--- src/design/pwft_pkg.sv ---
`default_nettype none

package pwft_pkg;

    localparam int BYTE_W          = 8;
    localparam int CNT_W           = 6;
    localparam int BIT_W           = 3;
    localparam int BASE_W          = 5;
    localparam int REP_W           = 8;
    localparam int TICK_W          = 10;
    localparam int CFG_IDX_W       = 8;
    localparam int MAX_PAYLOAD_DEF = 32;

    localparam logic [BYTE_W-1:0] HEADER_BASE   = 8'hA0;
    localparam logic [BASE_W-1:0] DEFAULT_UNIT  = 5'd20;
    localparam logic [BASE_W-1:0] RESET_BASE    = 5'd20;
    localparam logic [REP_W-1:0]  RESET_REPEAT  = 8'd2;

    // pulse length factors, in units of a
    localparam logic [BASE_W-1:0] F_ONE       = 5'd1;
    localparam logic [BASE_W-1:0] F_THREE     = 5'd3;
    localparam logic [BASE_W-1:0] F_END_LOW   = 5'd4;
    localparam logic [BASE_W-1:0] F_END_HIGH  = 5'd20;
    localparam logic [BASE_W-1:0] F_SYNC_HIGH = 5'd31;

    localparam logic [CFG_IDX_W-1:0] CFG_BASE_WIDTH   = 8'd0;
    localparam logic [CFG_IDX_W-1:0] CFG_REPEAT_COUNT = 8'd1;

    typedef enum logic [1:0] {
        MODE_TICK = 2'd0,
        MODE_LOAD = 2'd1,
        MODE_SEND = 2'd2
    } mode_t;

    typedef enum logic [2:0] {
        PH_IDLE  = 3'd0,
        PH_SYNC  = 3'd1,
        PH_HEAD  = 3'd2,
        PH_HINV  = 3'd3,
        PH_DATA  = 3'd4,
        PH_CHECK = 3'd5,
        PH_END   = 3'd6
    } phase_t;

    typedef enum logic [2:0] {
        SH_HOLD,
        SH_SHL,
        SH_HEADER,
        SH_HEADER_INV,
        SH_MEM,
        SH_CHECK,
        SH_ZERO
    } shift_op_t;

    typedef enum logic [1:0] {
        IDX_HOLD,
        IDX_CLR,
        IDX_INC
    } idx_op_t;

    typedef enum logic [2:0] {
        T_HOLD,
        T_DEC,
        T_HIGH,
        T_LOW,
        T_STOP
    } time_op_t;

    typedef enum logic [1:0] {
        PULSE_SYNC,
        PULSE_END,
        PULSE_BIT
    } pulse_t;

    typedef enum logic [1:0] {
        REP_HOLD,
        REP_LOAD,
        REP_DEC
    } rep_op_t;

    typedef struct packed {
        shift_op_t shift_op;
        idx_op_t   bit_op;
        idx_op_t   byte_op;
        idx_op_t   count_op;
        time_op_t  time_op;
        pulse_t    pulse;
        rep_op_t   rep_op;
        logic      mem_we;
        logic      check_we;
        logic      rd_next;
    } cmd_t;

    typedef struct packed {
        logic expire;
        logic level_high;
        logic bit_last;
        logic more_bytes;
        logic rep_more;
        logic count_zero;
        logic count_full;
    } stat_t;

endpackage

`default_nettype wire

--- src/design/pulse_width_frame_transmitter_unit.sv ---
`default_nettype none

// Pulse-width coded ASK frame transmitter.
// Input channel (s_*): one item per command. s_mode selects tick (advance time
// by one 10 us tick), load (append s_data to the payload buffer) or send (start
// a frame, s_data is the check byte). Each frame repeat is a sync pulse, header,
// inverted header, payload and check byte, MSB first; an end pulse follows.
// Result channel (m_*): exactly one item per input item: the pin level after
// it, whether a frame is in flight, and whether a load or send was dropped.
// Config channel (cfg_*): index 0 is the unit width, index 1 the repeat count;
// always ready, write only while no item is outstanding.
// An item's result is registered and presented the cycle after it is accepted.
// Throughput: one item per cycle while the receiver takes results; the whole
// step (controller decision plus one datapath update) finishes in the accept
// cycle, so the only limit is the single output register.
// Receiver stall: the result register holds, s_ready drops until it drains.
// Reset (aresetn low, synchronous): idle, pin low, buffer empty, registers at
// their defaults (width 20, two repeats). The payload buffer is not cleared;
// only entries written since the last frame are ever read.

module pulse_width_frame_transmitter_unit
    import pwft_pkg::*;
#(
    parameter int MAX_PAYLOAD = MAX_PAYLOAD_DEF
) (
    input  wire logic                 aclk,
    input  wire logic                 aresetn,

    input  wire logic                 s_valid,
    output logic                      s_ready,
    input  wire logic [1:0]           s_mode,
    input  wire logic [BYTE_W-1:0]    s_data,

    output logic                      m_valid,
    input  wire logic                 m_ready,
    output logic                      m_pin_level,
    output logic                      m_busy_res,
    output logic                      m_dropped,

    input  wire logic                 cfg_valid,
    output logic                      cfg_ready,
    input  wire logic [CFG_IDX_W-1:0] cfg_index,
    input  wire logic [BYTE_W-1:0]    cfg_data
);

    cmd_t  cmd;
    stat_t stat;
    logic  step;
    logic  busy_next;
    logic  drop;
    logic  level_next;

    logic  m_valid_reg;
    logic  pin_reg;
    logic  busy_reg;
    logic  dropped_reg;

    // output register parts the two sides; take a new item while it drains
    assign s_ready   = !m_valid_reg || m_ready;
    assign step      = s_valid && s_ready;
    assign cfg_ready = 1'b1;

    pwft_ctrl u_ctrl (
        .aclk      (aclk),
        .aresetn   (aresetn),
        .step      (step),
        .mode      (s_mode),
        .stat      (stat),
        .cmd       (cmd),
        .busy_next (busy_next),
        .drop      (drop)
    );

    pwft_datapath #(
        .MAX_PAYLOAD (MAX_PAYLOAD)
    ) u_datapath (
        .aclk       (aclk),
        .aresetn    (aresetn),
        .cmd        (cmd),
        .in_data    (s_data),
        .cfg_we     (cfg_valid && cfg_ready),
        .cfg_index  (cfg_index),
        .cfg_data   (cfg_data),
        .stat       (stat),
        .level_next (level_next)
    );

    always_ff @(posedge aclk) begin
        if (!aresetn) begin
            m_valid_reg <= 1'b0;
        end else if (step) begin
            m_valid_reg <= 1'b1;
        end else if (m_ready) begin
            m_valid_reg <= 1'b0;
        end
    end

    // result payload
    always_ff @(posedge aclk) begin
        if (step) begin
            pin_reg     <= level_next;
            busy_reg    <= busy_next;
            dropped_reg <= drop;
        end
    end

    assign m_valid     = m_valid_reg;
    assign m_pin_level = pin_reg;
    assign m_busy_res  = busy_reg;
    assign m_dropped   = dropped_reg;

endmodule

`default_nettype wire

--- src/design/pwft_ctrl.sv ---
`default_nettype none

module pwft_ctrl
    import pwft_pkg::*;
(
    input  wire logic       aclk,
    input  wire logic       aresetn,
    input  wire logic       step,
    input  wire logic [1:0] mode,
    input  wire stat_t      stat,
    output cmd_t            cmd,
    output logic            busy_next,
    output logic            drop
);

    phase_t phase_reg;
    phase_t phase_next;
    logic   busy;

    function automatic pulse_t pulse_of(input phase_t ph);
        pulse_t p;
        begin
            p = PULSE_BIT;
            if (ph == PH_SYNC) p = PULSE_SYNC;
            else if (ph == PH_END) p = PULSE_END;
            return p;
        end
    endfunction

    assign busy      = (phase_reg != PH_IDLE);
    assign busy_next = (phase_next != PH_IDLE);

    always_ff @(posedge aclk) begin
        if (!aresetn) begin
            phase_reg <= PH_IDLE;
        end else begin
            phase_reg <= phase_next;
        end
    end

    always_comb begin
        phase_next   = phase_reg;
        drop         = 1'b0;
        cmd.shift_op = SH_HOLD;
        cmd.bit_op   = IDX_HOLD;
        cmd.byte_op  = IDX_HOLD;
        cmd.count_op = IDX_HOLD;
        cmd.time_op  = T_HOLD;
        cmd.pulse    = PULSE_BIT;
        cmd.rep_op   = REP_HOLD;
        cmd.mem_we   = 1'b0;
        cmd.check_we = 1'b0;
        cmd.rd_next  = (phase_reg == PH_DATA);
        if (step) begin
            unique case (mode_t'(mode))
                MODE_TICK: begin
                    if (busy) begin
                        if (!stat.expire) begin
                            cmd.time_op = T_DEC;
                        end else if (stat.level_high) begin
                            cmd.time_op = T_LOW;
                            cmd.pulse   = pulse_of(phase_reg);
                        end else begin
                            unique case (phase_reg)
                                PH_SYNC: begin
                                    phase_next   = PH_HEAD;
                                    cmd.shift_op = SH_HEADER;
                                    cmd.bit_op   = IDX_CLR;
                                    cmd.time_op  = T_HIGH;
                                end
                                PH_END: begin
                                    phase_next   = PH_IDLE;
                                    cmd.time_op  = T_STOP;
                                    cmd.count_op = IDX_CLR;
                                end
                                default: begin
                                    cmd.shift_op = SH_SHL;
                                    cmd.bit_op   = IDX_INC;
                                    cmd.time_op  = T_HIGH;
                                    if (stat.bit_last) begin
                                        unique case (phase_reg)
                                            PH_HEAD: begin
                                                phase_next   = PH_HINV;
                                                cmd.shift_op = SH_HEADER_INV;
                                            end
                                            PH_HINV: begin
                                                phase_next   = PH_DATA;
                                                cmd.byte_op  = IDX_CLR;
                                                cmd.shift_op = SH_MEM;
                                            end
                                            PH_DATA: begin
                                                cmd.byte_op = IDX_INC;
                                                if (stat.more_bytes) begin
                                                    cmd.shift_op = SH_MEM;
                                                end else begin
                                                    phase_next   = PH_CHECK;
                                                    cmd.shift_op = SH_CHECK;
                                                end
                                            end
                                            PH_CHECK: begin
                                                cmd.rep_op = REP_DEC;
                                                if (stat.rep_more) begin
                                                    phase_next = PH_SYNC;
                                                    cmd.pulse  = PULSE_SYNC;
                                                end else begin
                                                    phase_next = PH_END;
                                                    cmd.pulse  = PULSE_END;
                                                end
                                            end
                                            default: ;
                                        endcase
                                    end
                                end
                            endcase
                        end
                    end
                end
                MODE_LOAD: begin
                    if (busy || stat.count_full) begin
                        drop = 1'b1;
                    end else begin
                        cmd.mem_we   = 1'b1;
                        cmd.count_op = IDX_INC;
                    end
                end
                MODE_SEND: begin
                    if (busy) begin
                        drop = 1'b1;
                    end else if (!stat.count_zero) begin
                        phase_next   = PH_SYNC;
                        cmd.check_we = 1'b1;
                        cmd.rep_op   = REP_LOAD;
                        cmd.byte_op  = IDX_CLR;
                        cmd.bit_op   = IDX_CLR;
                        cmd.shift_op = SH_ZERO;
                        cmd.time_op  = T_HIGH;
                        cmd.pulse    = PULSE_SYNC;
                    end
                end
                default: ;
            endcase
        end
    end

endmodule

`default_nettype wire

--- src/design/pwft_datapath.sv ---
`default_nettype none

module pwft_datapath
    import pwft_pkg::*;
#(
    parameter int MAX_PAYLOAD = MAX_PAYLOAD_DEF
) (
    input  wire logic                 aclk,
    input  wire logic                 aresetn,
    input  wire cmd_t                 cmd,
    input  wire logic [BYTE_W-1:0]    in_data,
    input  wire logic                 cfg_we,
    input  wire logic [CFG_IDX_W-1:0] cfg_index,
    input  wire logic [BYTE_W-1:0]    cfg_data,
    output stat_t                     stat,
    output logic                      level_next
);

    localparam int AW    = (MAX_PAYLOAD > 1) ? $clog2(MAX_PAYLOAD) : 1;
    localparam int DEPTH = 1 << AW;
    localparam logic [CNT_W-1:0] MAX_CNT = CNT_W'(MAX_PAYLOAD);

    logic [BYTE_W-1:0] store_mem [DEPTH];
    logic [BYTE_W-1:0] rd_data_reg;
    logic [AW-1:0]     rd_addr;

    logic [BASE_W-1:0] base_width_reg;
    logic [REP_W-1:0]  repeat_count_reg;

    logic [CNT_W-1:0]  byte_count_reg,   byte_count_next;
    logic [BYTE_W-1:0] check_byte_reg,   check_byte_next;
    logic [REP_W-1:0]  repeats_left_reg, repeats_left_next;
    logic [CNT_W-1:0]  byte_index_reg,   byte_index_next;
    logic [BIT_W-1:0]  bit_index_reg,    bit_index_next;
    logic [BYTE_W-1:0] shift_byte_reg,   shift_byte_next;
    logic              level_high_reg;
    logic [TICK_W-1:0] ticks_left_reg,   ticks_left_next;

    logic [CNT_W-1:0]  byte_index_inc;
    logic [BYTE_W-1:0] header;
    logic [BASE_W-1:0] unit;
    logic [BASE_W-1:0] factor;

    assign byte_index_inc = byte_index_reg + CNT_W'(1);
    assign header         = HEADER_BASE | BYTE_W'(byte_count_reg);
    assign unit           = (base_width_reg == '0) ? DEFAULT_UNIT : base_width_reg;
    assign rd_addr        = cmd.rd_next ? byte_index_inc[AW-1:0] : '0;

    // store: written while idle, read one byte ahead of use
    always_ff @(posedge aclk) begin
        if (cmd.mem_we) begin
            store_mem[byte_count_reg[AW-1:0]] <= in_data;
        end
        rd_data_reg <= store_mem[rd_addr];
    end

    always_ff @(posedge aclk) begin
        if (!aresetn) begin
            base_width_reg   <= RESET_BASE;
            repeat_count_reg <= RESET_REPEAT;
        end else if (cfg_we) begin
            unique case (cfg_index)
                CFG_BASE_WIDTH:   base_width_reg   <= cfg_data[BASE_W-1:0];
                CFG_REPEAT_COUNT: repeat_count_reg <= cfg_data[REP_W-1:0];
                default: ;
            endcase
        end
    end

    always_comb begin
        case (cmd.shift_op)
            SH_SHL:        shift_byte_next = {shift_byte_reg[BYTE_W-2:0], 1'b0};
            SH_HEADER:     shift_byte_next = header;
            SH_HEADER_INV: shift_byte_next = ~header;
            SH_MEM:        shift_byte_next = rd_data_reg;
            SH_CHECK:      shift_byte_next = check_byte_reg;
            SH_ZERO:       shift_byte_next = '0;
            default:       shift_byte_next = shift_byte_reg;
        endcase

        case (cmd.bit_op)
            IDX_CLR: bit_index_next = '0;
            IDX_INC: bit_index_next = bit_index_reg + BIT_W'(1);
            default: bit_index_next = bit_index_reg;
        endcase

        case (cmd.byte_op)
            IDX_CLR: byte_index_next = '0;
            IDX_INC: byte_index_next = byte_index_inc;
            default: byte_index_next = byte_index_reg;
        endcase

        case (cmd.count_op)
            IDX_CLR: byte_count_next = '0;
            IDX_INC: byte_count_next = byte_count_reg + CNT_W'(1);
            default: byte_count_next = byte_count_reg;
        endcase

        check_byte_next = cmd.check_we ? in_data : check_byte_reg;

        case (cmd.rep_op)
            REP_LOAD: repeats_left_next = (repeat_count_reg == '0) ? REP_W'(1)
                                                                   : repeat_count_reg;
            REP_DEC:  repeats_left_next = (repeats_left_reg != '0)
                                          ? repeats_left_reg - REP_W'(1) : '0;
            default:  repeats_left_next = repeats_left_reg;
        endcase

        // length of the half that starts now; bit halves follow the new MSB
        if (cmd.time_op == T_HIGH) begin
            case (cmd.pulse)
                PULSE_SYNC: factor = F_SYNC_HIGH;
                PULSE_END:  factor = F_END_HIGH;
                default:    factor = shift_byte_next[BYTE_W-1] ? F_THREE : F_ONE;
            endcase
        end else begin
            case (cmd.pulse)
                PULSE_SYNC: factor = F_ONE;
                PULSE_END:  factor = F_END_LOW;
                default:    factor = shift_byte_next[BYTE_W-1] ? F_ONE : F_THREE;
            endcase
        end

        case (cmd.time_op)
            T_DEC: begin
                ticks_left_next = (ticks_left_reg != '0) ? ticks_left_reg - TICK_W'(1) : '0;
                level_next      = level_high_reg;
            end
            T_HIGH: begin
                ticks_left_next = TICK_W'(unit) * TICK_W'(factor);
                level_next      = 1'b1;
            end
            T_LOW: begin
                ticks_left_next = TICK_W'(unit) * TICK_W'(factor);
                level_next      = 1'b0;
            end
            T_STOP: begin
                ticks_left_next = '0;
                level_next      = 1'b0;
            end
            default: begin
                ticks_left_next = ticks_left_reg;
                level_next      = level_high_reg;
            end
        endcase
    end

    always_ff @(posedge aclk) begin
        if (!aresetn) begin
            byte_count_reg   <= '0;
            check_byte_reg   <= '0;
            repeats_left_reg <= '0;
            byte_index_reg   <= '0;
            bit_index_reg    <= '0;
            shift_byte_reg   <= '0;
            level_high_reg   <= 1'b0;
            ticks_left_reg   <= '0;
        end else begin
            byte_count_reg   <= byte_count_next;
            check_byte_reg   <= check_byte_next;
            repeats_left_reg <= repeats_left_next;
            byte_index_reg   <= byte_index_next;
            bit_index_reg    <= bit_index_next;
            shift_byte_reg   <= shift_byte_next;
            level_high_reg   <= level_next;
            ticks_left_reg   <= ticks_left_next;
        end
    end

    assign stat.expire     = (ticks_left_reg <= TICK_W'(1));
    assign stat.level_high = level_high_reg;
    assign stat.bit_last   = (bit_index_reg == '1);
    assign stat.more_bytes = (byte_index_inc < byte_count_reg) && (byte_index_inc < MAX_CNT);
    assign stat.rep_more   = (repeats_left_reg > REP_W'(1));
    assign stat.count_zero = (byte_count_reg == '0);
    assign stat.count_full = (byte_count_reg >= MAX_CNT);

endmodule

`default_nettype wire

--- config.mk ---
export PLATFORM = sky130hd
export DESIGN_NAME = pulse_width_frame_transmitter_unit
export DESIGN_NICKNAME = d
export VERILOG_FILES = /design/src/design/pwft_pkg.sv /design/src/design/pulse_width_frame_transmitter_unit.sv /design/src/design/pwft_ctrl.sv /design/src/design/pwft_datapath.sv
export SDC_FILE = /design/constraint.sdc
export NUM_CORES = 1
export LEC_CHECK = 0
export ABC_CLOCK_PERIOD_IN_PS = 8000
export BUFFER_PORTS_ARGS = -buffer_cell sky130_fd_sc_hd__buf_4
export CORE_MARGIN = 1.5
export CORE_UTILIZATION = 50
export CTS_CLUSTER_DIAMETER = 60
export DETAILED_ROUTE_END_ITERATION = 7
export PLACE_DENSITY = 0.69
export SYNTH_ARGS = -nofsm -noshare
export SYNTH_HDL_FRONTEND = slang
export SYNTH_HIERARCHICAL = 1
export SYNTH_SLANG_ARGS = --single-unit
export TNS_END_PERCENT = 1
--- constraint.sdc ---
create_clock -name aclk -period 8 [get_ports aclk]
set_clock_uncertainty 0.15 [all_clocks]
set_input_delay 0 -clock aclk [delete_from_list [all_inputs] [get_ports aclk]]
set_output_delay 0 -clock aclk [all_outputs]
set_load 0.01 [all_outputs]
# Word-level counts from Yosys, hierarchy flattened

Memory sizes are Yosys's and may differ from the RTL's. A register that Yosys moved wholly into a read port is not among the register bits.
Cells that the tools add are included.

Output and inout port bits: 6
Word-level logic and storage cells: 157
Memories kept: 1
Bits in writable memories: 256
Register bits: 70
Bits of input ports: 31

Memories:

| name                 | depth | bits a word | read ports | clocked after memory_dff | wr ports | line                | text |
|---|---|---|---|---|---|---|---|
| u_datapath.store_mem | 32    | 8           | 1          | 1                        | 1        | pwft_datapath.sv:23 | `logic [BYTE_W-1:0] store_mem [DEPTH];` |

Multipliers: 1
$lt $le $gt $ge: 5
Bitwise logic cells: 1
$add $sub $neg: 5
Eq/ne operators: 29
Mux-type cells: 72
Reduce and logical (&&, ||, !) cells: 27

Operators with widths:

| kind                  | count |
|---|---|
| $pmux W8 S6           | 1 |
| $mux W3               | 12 |
| $pmux W10 S3          | 1 |
| $pmux W5 S2           | 3 |
| $pmux W7 S2           | 2 |
| $eq A3 B3 Y1 const B  | 8 |
| $pmux W6 S2           | 2 |
| $mux W7               | 3 |
| $mux W5               | 4 |
| $eq A3 B2 Y1 const B  | 6 |
| $mux W18              | 1 |
| $mux W9               | 2 |
| $pmux W3 S2           | 3 |
| $logic_not A8 Y1      | 2 |
| $mux W16              | 1 |
| $mux W2               | 8 |
| $mux W4               | 4 |
| $mux W8               | 2 |
| $pmux W8 S2           | 1 |
| $mux W1               | 14 |
| $add A6 B1 Y6 const B | 2 |
| $eq A2 B1 Y1 const B  | 6 |
| $pmux W3 S4           | 1 |
| $eq A2 B2 Y1 const B  | 5 |
| 30 further kinds      | 46 |

# Logic depth before layout (Yosys ltp)

Gate-level depths: netlist (run 1).

Word-level depth: 19
Depth in mapped cells: 31

# By module

The synthesis (run 1) kept the hierarchy.

Modules (own cells, without submodules):

| module                             | cells each | seq. area each (um^2) | times used | area each (um^2) |
|---|---|---|---|---|
| pwft_datapath                      | 1214       | 9108.7                | 1          | 14637.8 |
| pwft_ctrl                          | 115        | 60.1                  | 1          | 728.2 |
| pulse_width_frame_transmitter_unit | 10         | 110.1                 | 1          | 158.9 |

# Worst setup path after synthesis (run 1)

OpenSTA, ideal clock, no wires.

Path kind: register to register
Start: register u_datapath.byte_index_reg[0]
End: register u_datapath.ticks_left_reg[8]
Setup time: 74 ps
Arrival: 5834 ps
Slack: 1941 ps
Data required time: 7776 ps
Period minus slack after synthesis: 6059 ps
Cell stages (with the launch flop): 31
Cell sequence: dfxtp_1 > buf_2 > buf_1 > clkbuf_1 > and3_1 > nand3_1 > xnor2_1 > ha_1 > o21ai_0 > a21oi_1 > nor3_1 > nand2_1 > a21oi_1 > nor3_1 > clkbuf_1 > and3_1 > nor2_1 > o22ai_1 > nand2_1 > mux2i_1 > nand2_1 > fa_1 > fa_1 > inv_1 > ha_1 > a211oi_1 > o21bai_1 > a21oi_1 > xnor2_1 > a21oi_1 > o21ai_0

RTL lines:

| item                   | line                 | text |
|---|---|---|
| from (decl)            | pwft_datapath.sv:33  | `logic [CNT_W-1:0] byte_index_reg, byte_index_next;` |
| from (signal assigned) | pwft_datapath.sv:162 | `byte_index_reg <= byte_index_next;` |
| to (signal assigned)   | pwft_datapath.sv:166 | `ticks_left_reg <= ticks_left_next;` |
| to (decl)              | pwft_datapath.sv:37  | `logic [TICK_W-1:0] ticks_left_reg, ticks_left_next;` |

==> results of run 1 <==
worst max-delay path: cells and delay by family, from the launching register on:
kind | cells | cell delay [ps]
fa+ha+maj | 5 | 1970
flops | 1 | 520
compound gates | 9 | 1540
mux | 1 | 350
buf+inv | 4 | 660
xor+xnor | 2 | 260
simple gates | 8 | 1320
logic make-up (layout without fill, tap and decap cells):
family	Yosys count	count (layout)	synth area share
other cells	1	1	0.0002415
buf+inv	120	182	0.03312
simple gates	466	466	0.1451
fa+ha+maj	51	51	0.04545
mux	70	70	0.05182
flops	334	334	0.5977
compound gates	280	280	0.1161
xor+xnor	17	17	0.01056
how the worst max path moves through the flow:
stage	cells past startpoint	endpoint	start
2_1_floorplan	30	u_datapath/ticks_left_reg[8]	u_datapath/byte_index_reg[0]
3_3_place_gp	29	u_datapath/ticks_left_reg[8]	u_datapath/byte_index_reg[0]
3_5_place_dp	29	u_datapath/ticks_left_reg[8]	u_datapath/byte_index_reg[0]
4_1_cts	29	u_datapath/ticks_left_reg[8]	u_datapath/byte_index_reg[0]
5_1_grt	29	u_datapath/ticks_left_reg[8]	u_datapath/byte_index_reg[0]
6_report	29	u_datapath/ticks_left_reg[8]	u_datapath/byte_index_reg[0]
cells in the final DEF (no fill, tap or decap), types with 4 or more instances in the layout:
cell type and count:
sky130_fd_sc_hd__or3_1 13, sky130_fd_sc_hd__nor2b_1 59, sky130_fd_sc_hd__mux4_2 8, sky130_fd_sc_hd__fa_1 9, sky130_fd_sc_hd__ha_1 42, sky130_fd_sc_hd__dfxtp_1 74
sky130_fd_sc_hd__edfxtp_1 259, sky130_fd_sc_hd__and2_1 11, sky130_fd_sc_hd__xnor2_1 13, sky130_fd_sc_hd__nor4_1 17, sky130_fd_sc_hd__nand3_1 22, sky130_fd_sc_hd__nor2_1 131
sky130_fd_sc_hd__clkbuf_1 7, sky130_fd_sc_hd__clkinv_2 9, sky130_fd_sc_hd__a311oi_1 8, sky130_fd_sc_hd__nor3b_1 4, sky130_fd_sc_hd__nand2_1 132, sky130_fd_sc_hd__a22oi_1 11
sky130_fd_sc_hd__mux2i_1 59, sky130_fd_sc_hd__clkinv_1 4, sky130_fd_sc_hd__inv_1 41, sky130_fd_sc_hd__a2111oi_0 7, sky130_fd_sc_hd__o211ai_1 4, sky130_fd_sc_hd__o22ai_1 21
sky130_fd_sc_hd__a31oi_1 14, sky130_fd_sc_hd__dlygate4sd3_1 28, sky130_fd_sc_hd__a21oi_1 81, sky130_fd_sc_hd__clkbuf_16 37, sky130_fd_sc_hd__buf_4 46, sky130_fd_sc_hd__o21ai_0 45
sky130_fd_sc_hd__nor3_1 28, sky130_fd_sc_hd__o221ai_1 5, sky130_fd_sc_hd__nand2b_1 19, sky130_fd_sc_hd__a211oi_1 56, sky130_fd_sc_hd__o32ai_1 4
through the flow:
| step | total power [mW] | area [um^2] | setup WS (ps) | util |
|---|---|---|---|---|
| floorplan | 1.953 | 15520 | 1941 | - |
| global placement | 2.000 | 16030 | 1455 | 0.5240 |
| detailed placement | 2.002 | 16030 | 1297 | 0.5240 |
| CTS | 3.580 | 17440 | 1253 | 0.5701 |
| global route | 3.658 | 17440 | 645.2 | 0.5701 |
| finish | 3.554 | 17440 | 1156 | 0.5701 |
power groups by stage:
stage | sequential (mW) | combinational [mW] | clock (mW)
after detailed placement | 1.91 | 0.0895 | 0
after global placement | 1.91 | 0.0877 | 0
after floorplan | 1.91 | 0.0401 | 0
final | 1.88 | 0.0990 | 1.58
after CTS | 1.88 | 0.0993 | 1.60
after global routing | 1.88 | 0.109 | 1.67
layout make-up:
class                      count  area, um^2
tap                          396       495.5
inverter                      42       158.9
clock inverter                21       163.9
clock buffer                  45       965.9
multi-input combinational    885        5749
fill                        2521       13150
sequential                   334        9280
timing repair buffer          74       625.6
layer usage:
| metal | wire (um) | vias to the layer above |
|---|---|---|
| li1 | - | 5019 |
| met1 | 15650 | 5097 |
| met2 | 17390 | 374 |
| met3 | 2121 | 57 |
| met4 | 750 | 0 |
| met5 | 0 | - |
timing repair:
| action | CTS | global route |
|---|---|---|
| setup buffers | 0 | 0 |
| hold buffers | 28 | 0 |
| endpoints found under the hold margin | 296 | 0 |
==> run_results.csv, run 1 <==
group,metric,value,unit
setup_path,rrSetupSlack,1160,ps
setup_path,critical-path-max-stage-delay,550,ps
final_layout,drive_gt1_frac,0.09636,
synth,synth-seq-area-share,0.5977,
grt,number_of_antenna_violations_at_the_first_check_in_global_routing,0,
power_and_ir_drop,power_frac_comb,0.028,
grt,grt_util_met1,0.3117,
min_path,hold_path_end,"u_datapath/repeat_count_reg[3]",
grt,grt.met3_usage,0.03350,
floorplanning,chipWidth,179.2,um
power_and_ir_drop,cellPowerDensity,203.8,nW/um^2
sta,timing.max_slew.rel_slack,0.1446,
setup_path,ff2ff_path_depth,29,
power_and_ir_drop,seq_power_share,0.528,
final_layout,num_antenna_cells,0,
route,route.antenna.remaining_nets,0,
final_layout,largest_reg_flops,256,
power_and_ir_drop,clockPowerShare,0.444,
synth,ys.warnings.count,6,
synth,synth-edff-count,259,
sta,period_share,0.8555,
status,run_status,"completed",
floorplanning,design.die.area,32120,um^2
clock_network,cts_made_buffers,36,
route,drc,0,
synth,synthMostInstantiatedCell,"sky130_fd_sc_hd__edfxtp_1",
synth,fraction_of_registers_with_async_set_or_reset_after_synthesis,0,
route,routed_via_density,5.869,
route,postRouteWirelength,35910,um
synth,mappedNetlistArea,15520,um^2
route,average_detailed_routed_wire_length_per_instance,19.99,um
placed_design,io_buffer_count,35,
placed_design,dpl.hpwl,22690,um
synth,synth_nets,1421,
route,vias,10547,
min_path,hold_path_depth,5,
grt,met2_usage,0.3824,
min_path,min-delay-start,"cfg_index[5]",
grt,global_route.peak_usage_layer,"met2",
sta,holdWs,50.68,ps
clock_network,clk-insertion-delay-late,530,ps
setup_path,critical_setup_path_class,"reg2reg",
grt,grt_first_pass_wirelength,56310,um
setup_path,startpoint_type,"flop",
min_path,hold_class,"in2reg",
setup_path,crit_path_end_kind,"flop",
synth,netlist_top_cells_area,"sky130_fd_sc_hd__edfxtp_1, sky130_fd_sc_hd__dfxtp_1, sky130_fd_sc_hd__mux2i_1, sky130_fd_sc_hd__ha_1, sky130_fd_sc_hd__nand2_1",
synth,syn_inst,1339,
final_layout,nets,1455,
power_and_ir_drop,share_of_total_power_consumed_by_net_switching,0.2093,
floorplanning,initial_utilization,0.5075,
final_layout,layoutNonFillerInstCount,1797,
setup_path,path_max_fanout,30,
run,cap_viol_max_count,0,
synth,post_synth_most_frequent_cells,"sky130_fd_sc_hd__edfxtp_1, sky130_fd_sc_hd__nand2_1, sky130_fd_sc_hd__nor2_1, sky130_fd_sc_hd__a21oi_1, sky130_fd_sc_hd__dfxtp_1",
grt,grt_util_all_layers,0.2289,
sta,grt_setup_unrepaired,"false",
power_and_ir_drop,internal_power,2.810,mW
sta,sum_neg_setup_slack,0,ps
sta,timing_max_transition_violations_final,0,
power_and_ir_drop,total_switching_power,0.7438,mW
sta,hold_viol_final,0,
placed_design,finalWeightedCongestion,0.9157,
sta,fmax,0.1461,GHz
clock_network,clock_tree.htree_level_count,2,
power_and_ir_drop,max-vdd-ir-drop,0.1747,mV
setup_path,worst_ep_arrival_time,7140,ps
setup_path,timing.critical_path.mode_cell,"sky130_fd_sc_hd__a21oi_1",
placed_design,placed_cells,1703,
clock_network,tritoncts_clock_tree,"done",
grt,first_global_vias,10237,
setup_path,timing.critical_path.required,8290,ps
clock_network,cts.reportedPaths.clkPinSlew,60,ps
floorplanning,floorplan.core_area,30590,um^2
setup_path,critical_path.slowest_cell,"sky130_fd_sc_hd__fa_1",
floorplanning,die_h,179.2,um
power_and_ir_drop,power.leakage,6.078,nW
grt,grt_max_degree,61,
setup_path,timing.rr.end,"u_datapath/ticks_left_reg[8]",
synth,yosysTopAreaCell,"sky130_fd_sc_hd__edfxtp_1",
clock_network,max_root_sink_buffers,3,
synth,synthDistinctLibCells,71,
clock_network,cts_resized,0,
setup_path,worstReg2RegStart,"u_datapath/byte_index_reg[0]",
floorplanning,top_level_ports,37,
route,dr.pass1.iters,5,
grt,grt-ovfl-total,0,
synth,postSynthAreaPerCell,11.59,um^2
sta,final-setup-viol-count,0,
route,initialDrtViolationCount,988,
clock_network,cts_root_buf,"sky130_fd_sc_hd__clkbuf_16",
final_layout,syn_to_final_growth,12.33,%
synth,synth_seq_cells,334,
floorplanning,placement_rows,64,
sta,timing_worst_slew_pin_value,1272,ps
clock_network,clock_sinks,334,
synth,synth_largest_type_area_fraction,0.5010,
synth,ys_dominant_reg_cell,"sky130_fd_sc_hd__edfxtp_1",
sta,final_critical_period,6844,ps
Power figures use the tool's default switching activity.
==> run 2, diff against run 1 <==
--- a/config.mk
+++ b/config.mk
@@ -14,2 +14,3 @@
 export PLACE_DENSITY = 0.69
+export RECOVER_POWER = 25
 export SYNTH_ARGS = -nofsm -noshare
==> constraint.sdc (replaced) <==
create_clock -name aclk -period 8 [get_ports aclk]
set_clock_uncertainty 0.15 [all_clocks]
set_input_delay 0.4 -clock aclk [delete_from_list [all_inputs] [get_ports aclk]]
set_output_delay 0.4 -clock aclk [all_outputs]
set_load 0.01 [all_outputs]
==> run_results.csv, run 2 (synthesis results as in run 1) <==
group,metric,value,unit
status,run_status,"finished with violations",
status,failing_checks,"max-capacitance violations, max-slew violations",
power_and_ir_drop,total_switching_power,0.7423,mW
power_and_ir_drop,internal_power,2.805,mW
setup_path,critical_path.slowest_cell,"sky130_fd_sc_hd__fa_1",
grt,grt_util_all_layers,0.2280,
setup_path,critical-path-max-stage-delay,550,ps
clock_network,clock_tree.htree_level_count,2,
route,vias,10430,
route,drc,0,
floorplanning,design.die.area,32120,um^2
route,routed_via_density,5.866,
route,dr.pass1.iters,5,
final_layout,largest_reg_flops,256,
sta,final_critical_period,6794,ps
clock_network,cts_root_buf,"sky130_fd_sc_hd__clkbuf_16",
final_layout,num_antenna_cells,0,
clock_network,max_root_sink_buffers,3,
min_path,hold_class,"in2reg",
final_layout,nets,1436,
clock_network,cts.repair_timing.setup_buffer_count,0,
placed_design,preCtsSetupSlack,1297,ps
grt,first_global_vias,10152,
route,initialDrtViolationCount,1053,
power_and_ir_drop,power_frac_comb,0.026,
sta,fmax,0.1472,GHz
grt,grt_max_degree,61,
sta,timing_max_transition_violations_final,170,
power_and_ir_drop,share_of_total_power_consumed_by_net_switching,0.2092,
sta,period_share,0.8492,
clock_network,cts_resized,0,
clock_network,clk-insertion-delay-late,530,ps
placed_design,dpl.hpwl,22690,um
sta,holdWs,17.41,ps
final_layout,most_used_cells_in_the_layout_excluding_fill_and_tap_cells,"sky130_fd_sc_hd__edfxtp_1, sky130_fd_sc_hd__nand2_1, sky130_fd_sc_hd__nor2_1",
setup_path,worst_ep_arrival_time,7090,ps
sta,final-setup-viol-count,0,
setup_path,critical_setup_path_class,"reg2reg",
grt,grt-ovfl-total,0,
clock_network,clock_sinks,334,
route,postRouteWirelength,35750,um
final_layout,multi_input_area,5749,um^2
final_layout,final_common_cell,"sky130_fd_sc_hd__edfxtp_1",
final_layout,syn_to_final_growth,10.96,%
setup_path,startpoint_type,"flop",
sta,sum_neg_setup_slack,0,ps
setup_path,timing.critical_path.required,8290,ps
sta,timing_worst_slew_pin_value,1772,ps
setup_path,crit_path_end_kind,"flop",
floorplanning,initial_utilization,0.5075,
run,cap_viol_max_count,5,
route,average_detailed_routed_wire_length_per_instance,20.11,um
sta,timing.max_slew.rel_slack,-0.1811,
route,route.antenna.remaining_nets,0,
setup_path,path_max_fanout,30,
floorplanning,floorplan.core_area,30590,um^2
power_and_ir_drop,cellPowerDensity,205.9,nW/um^2
floorplanning,chipWidth,179.2,um
floorplanning,placement_rows,64,
clock_network,tritoncts_clock_tree,"done",
grt,grt_first_pass_wirelength,56070,um
final_layout,seqCellArea,9280,um^2
floorplanning,die_h,179.2,um
placed_design,finalWeightedCongestion,0.9157,
power_and_ir_drop,seq_power_share,0.529,
setup_path,timing.critical_path.mode_cell,"sky130_fd_sc_hd__a21oi_1",
sta,grt_setup_unrepaired,"false",
sta,hold_viol_final,0,
sta,layout_setup_ws,1206,ps
clock_network,ctsHoldBuffers,9,
power_and_ir_drop,max-vdd-ir-drop,0.1755,mV
clock_network,cts.reportedPaths.clkPinSlew,60,ps
final_layout,n_fill_cell,2541,
power_and_ir_drop,power.leakage,5.980,nW
final_layout,drive_gt1_frac,0.09334,
placed_design,io_buffer_count,35,
power_and_ir_drop,clockPowerShare,0.445,
grt,number_of_antenna_violations_at_the_first_check_in_global_routing,0,
floorplanning,top_level_ports,37,
clock_network,cts_made_buffers,36,
-- run 2: cell types whose count changed in the layout (fill, tap and decap cells not counted), sizes merged --
cell and change:
clkbuf +6, buf -6, dlygate4sd3 -19
-- run 2: power by group through the flow --
stage / clock network [mW] / logic (mW) / registers, mW
global route: 1.67 / 0.101 / 1.88
global placement: 0 / 0.0877 / 1.91
floorplan: 0 / 0.0401 / 1.91
detailed placement: 0 / 0.0895 / 1.91
finish: 1.58 / 0.0915 / 1.88
CTS: 1.60 / 0.0935 / 1.88
-- run 2: through the flow --
stage	std cells	instance area, um^2	total power, mW	utilization
floorplan	1339	15520	1.953	-
global placement	1703	16030	2.000	0.5240
detailed placement	1703	16030	2.002	0.5240
CTS	1778	17250	3.574	0.5639
global route	1778	17230	3.652	0.5632
finish	1778	17230	3.548	0.5632
-- run 2: area by class of cell --
type / instances / area share
Tap cell: 396 / 0.02876
Clock buffer: 45 / 0.05607
Sequential cell: 334 / 0.5387
Inverter: 42 / 0.009224
Multi-Input combinational cell: 885 / 0.3337
Timing Repair Buffer: 55 / 0.02397
Clock inverter: 21 / 0.009515
-- run 2: worst max-delay path, delay by kind of cell, from the launching register on --
family	cells	cell delay [ps]
adder cells (fa/ha/maj)	5	1950
multiplexers	1	350
buffers and inverters	4	650
AND/OR/NAND/NOR	8	1300
flip-flops	1	520
XOR/XNOR	2	260
AO/OA/AOI/OAI	9	1520
-- run 2: final timing paths --
kind,slack (ps),endpoint,from,cells after the start
worst min register to register,330,u_datapath/repeats_left_reg[6],u_datapath/repeats_left_reg[6],2
worst min-delay path,20,u_datapath/base_width_reg[2],aresetn,2
worst max-delay path,1210,u_datapath/ticks_left_reg[8],u_datapath/byte_index_reg[0],29
worst max register to register,1210,u_datapath/ticks_left_reg[8],u_datapath/byte_index_reg[0],29
-- run 2: routing by layer --
metal	track usage	part of all wire
met5	0	0
met4	0.06749	0.023
met3	0.03329	0.059
met2	0.3805	0.48
met1	0.3096	0.43
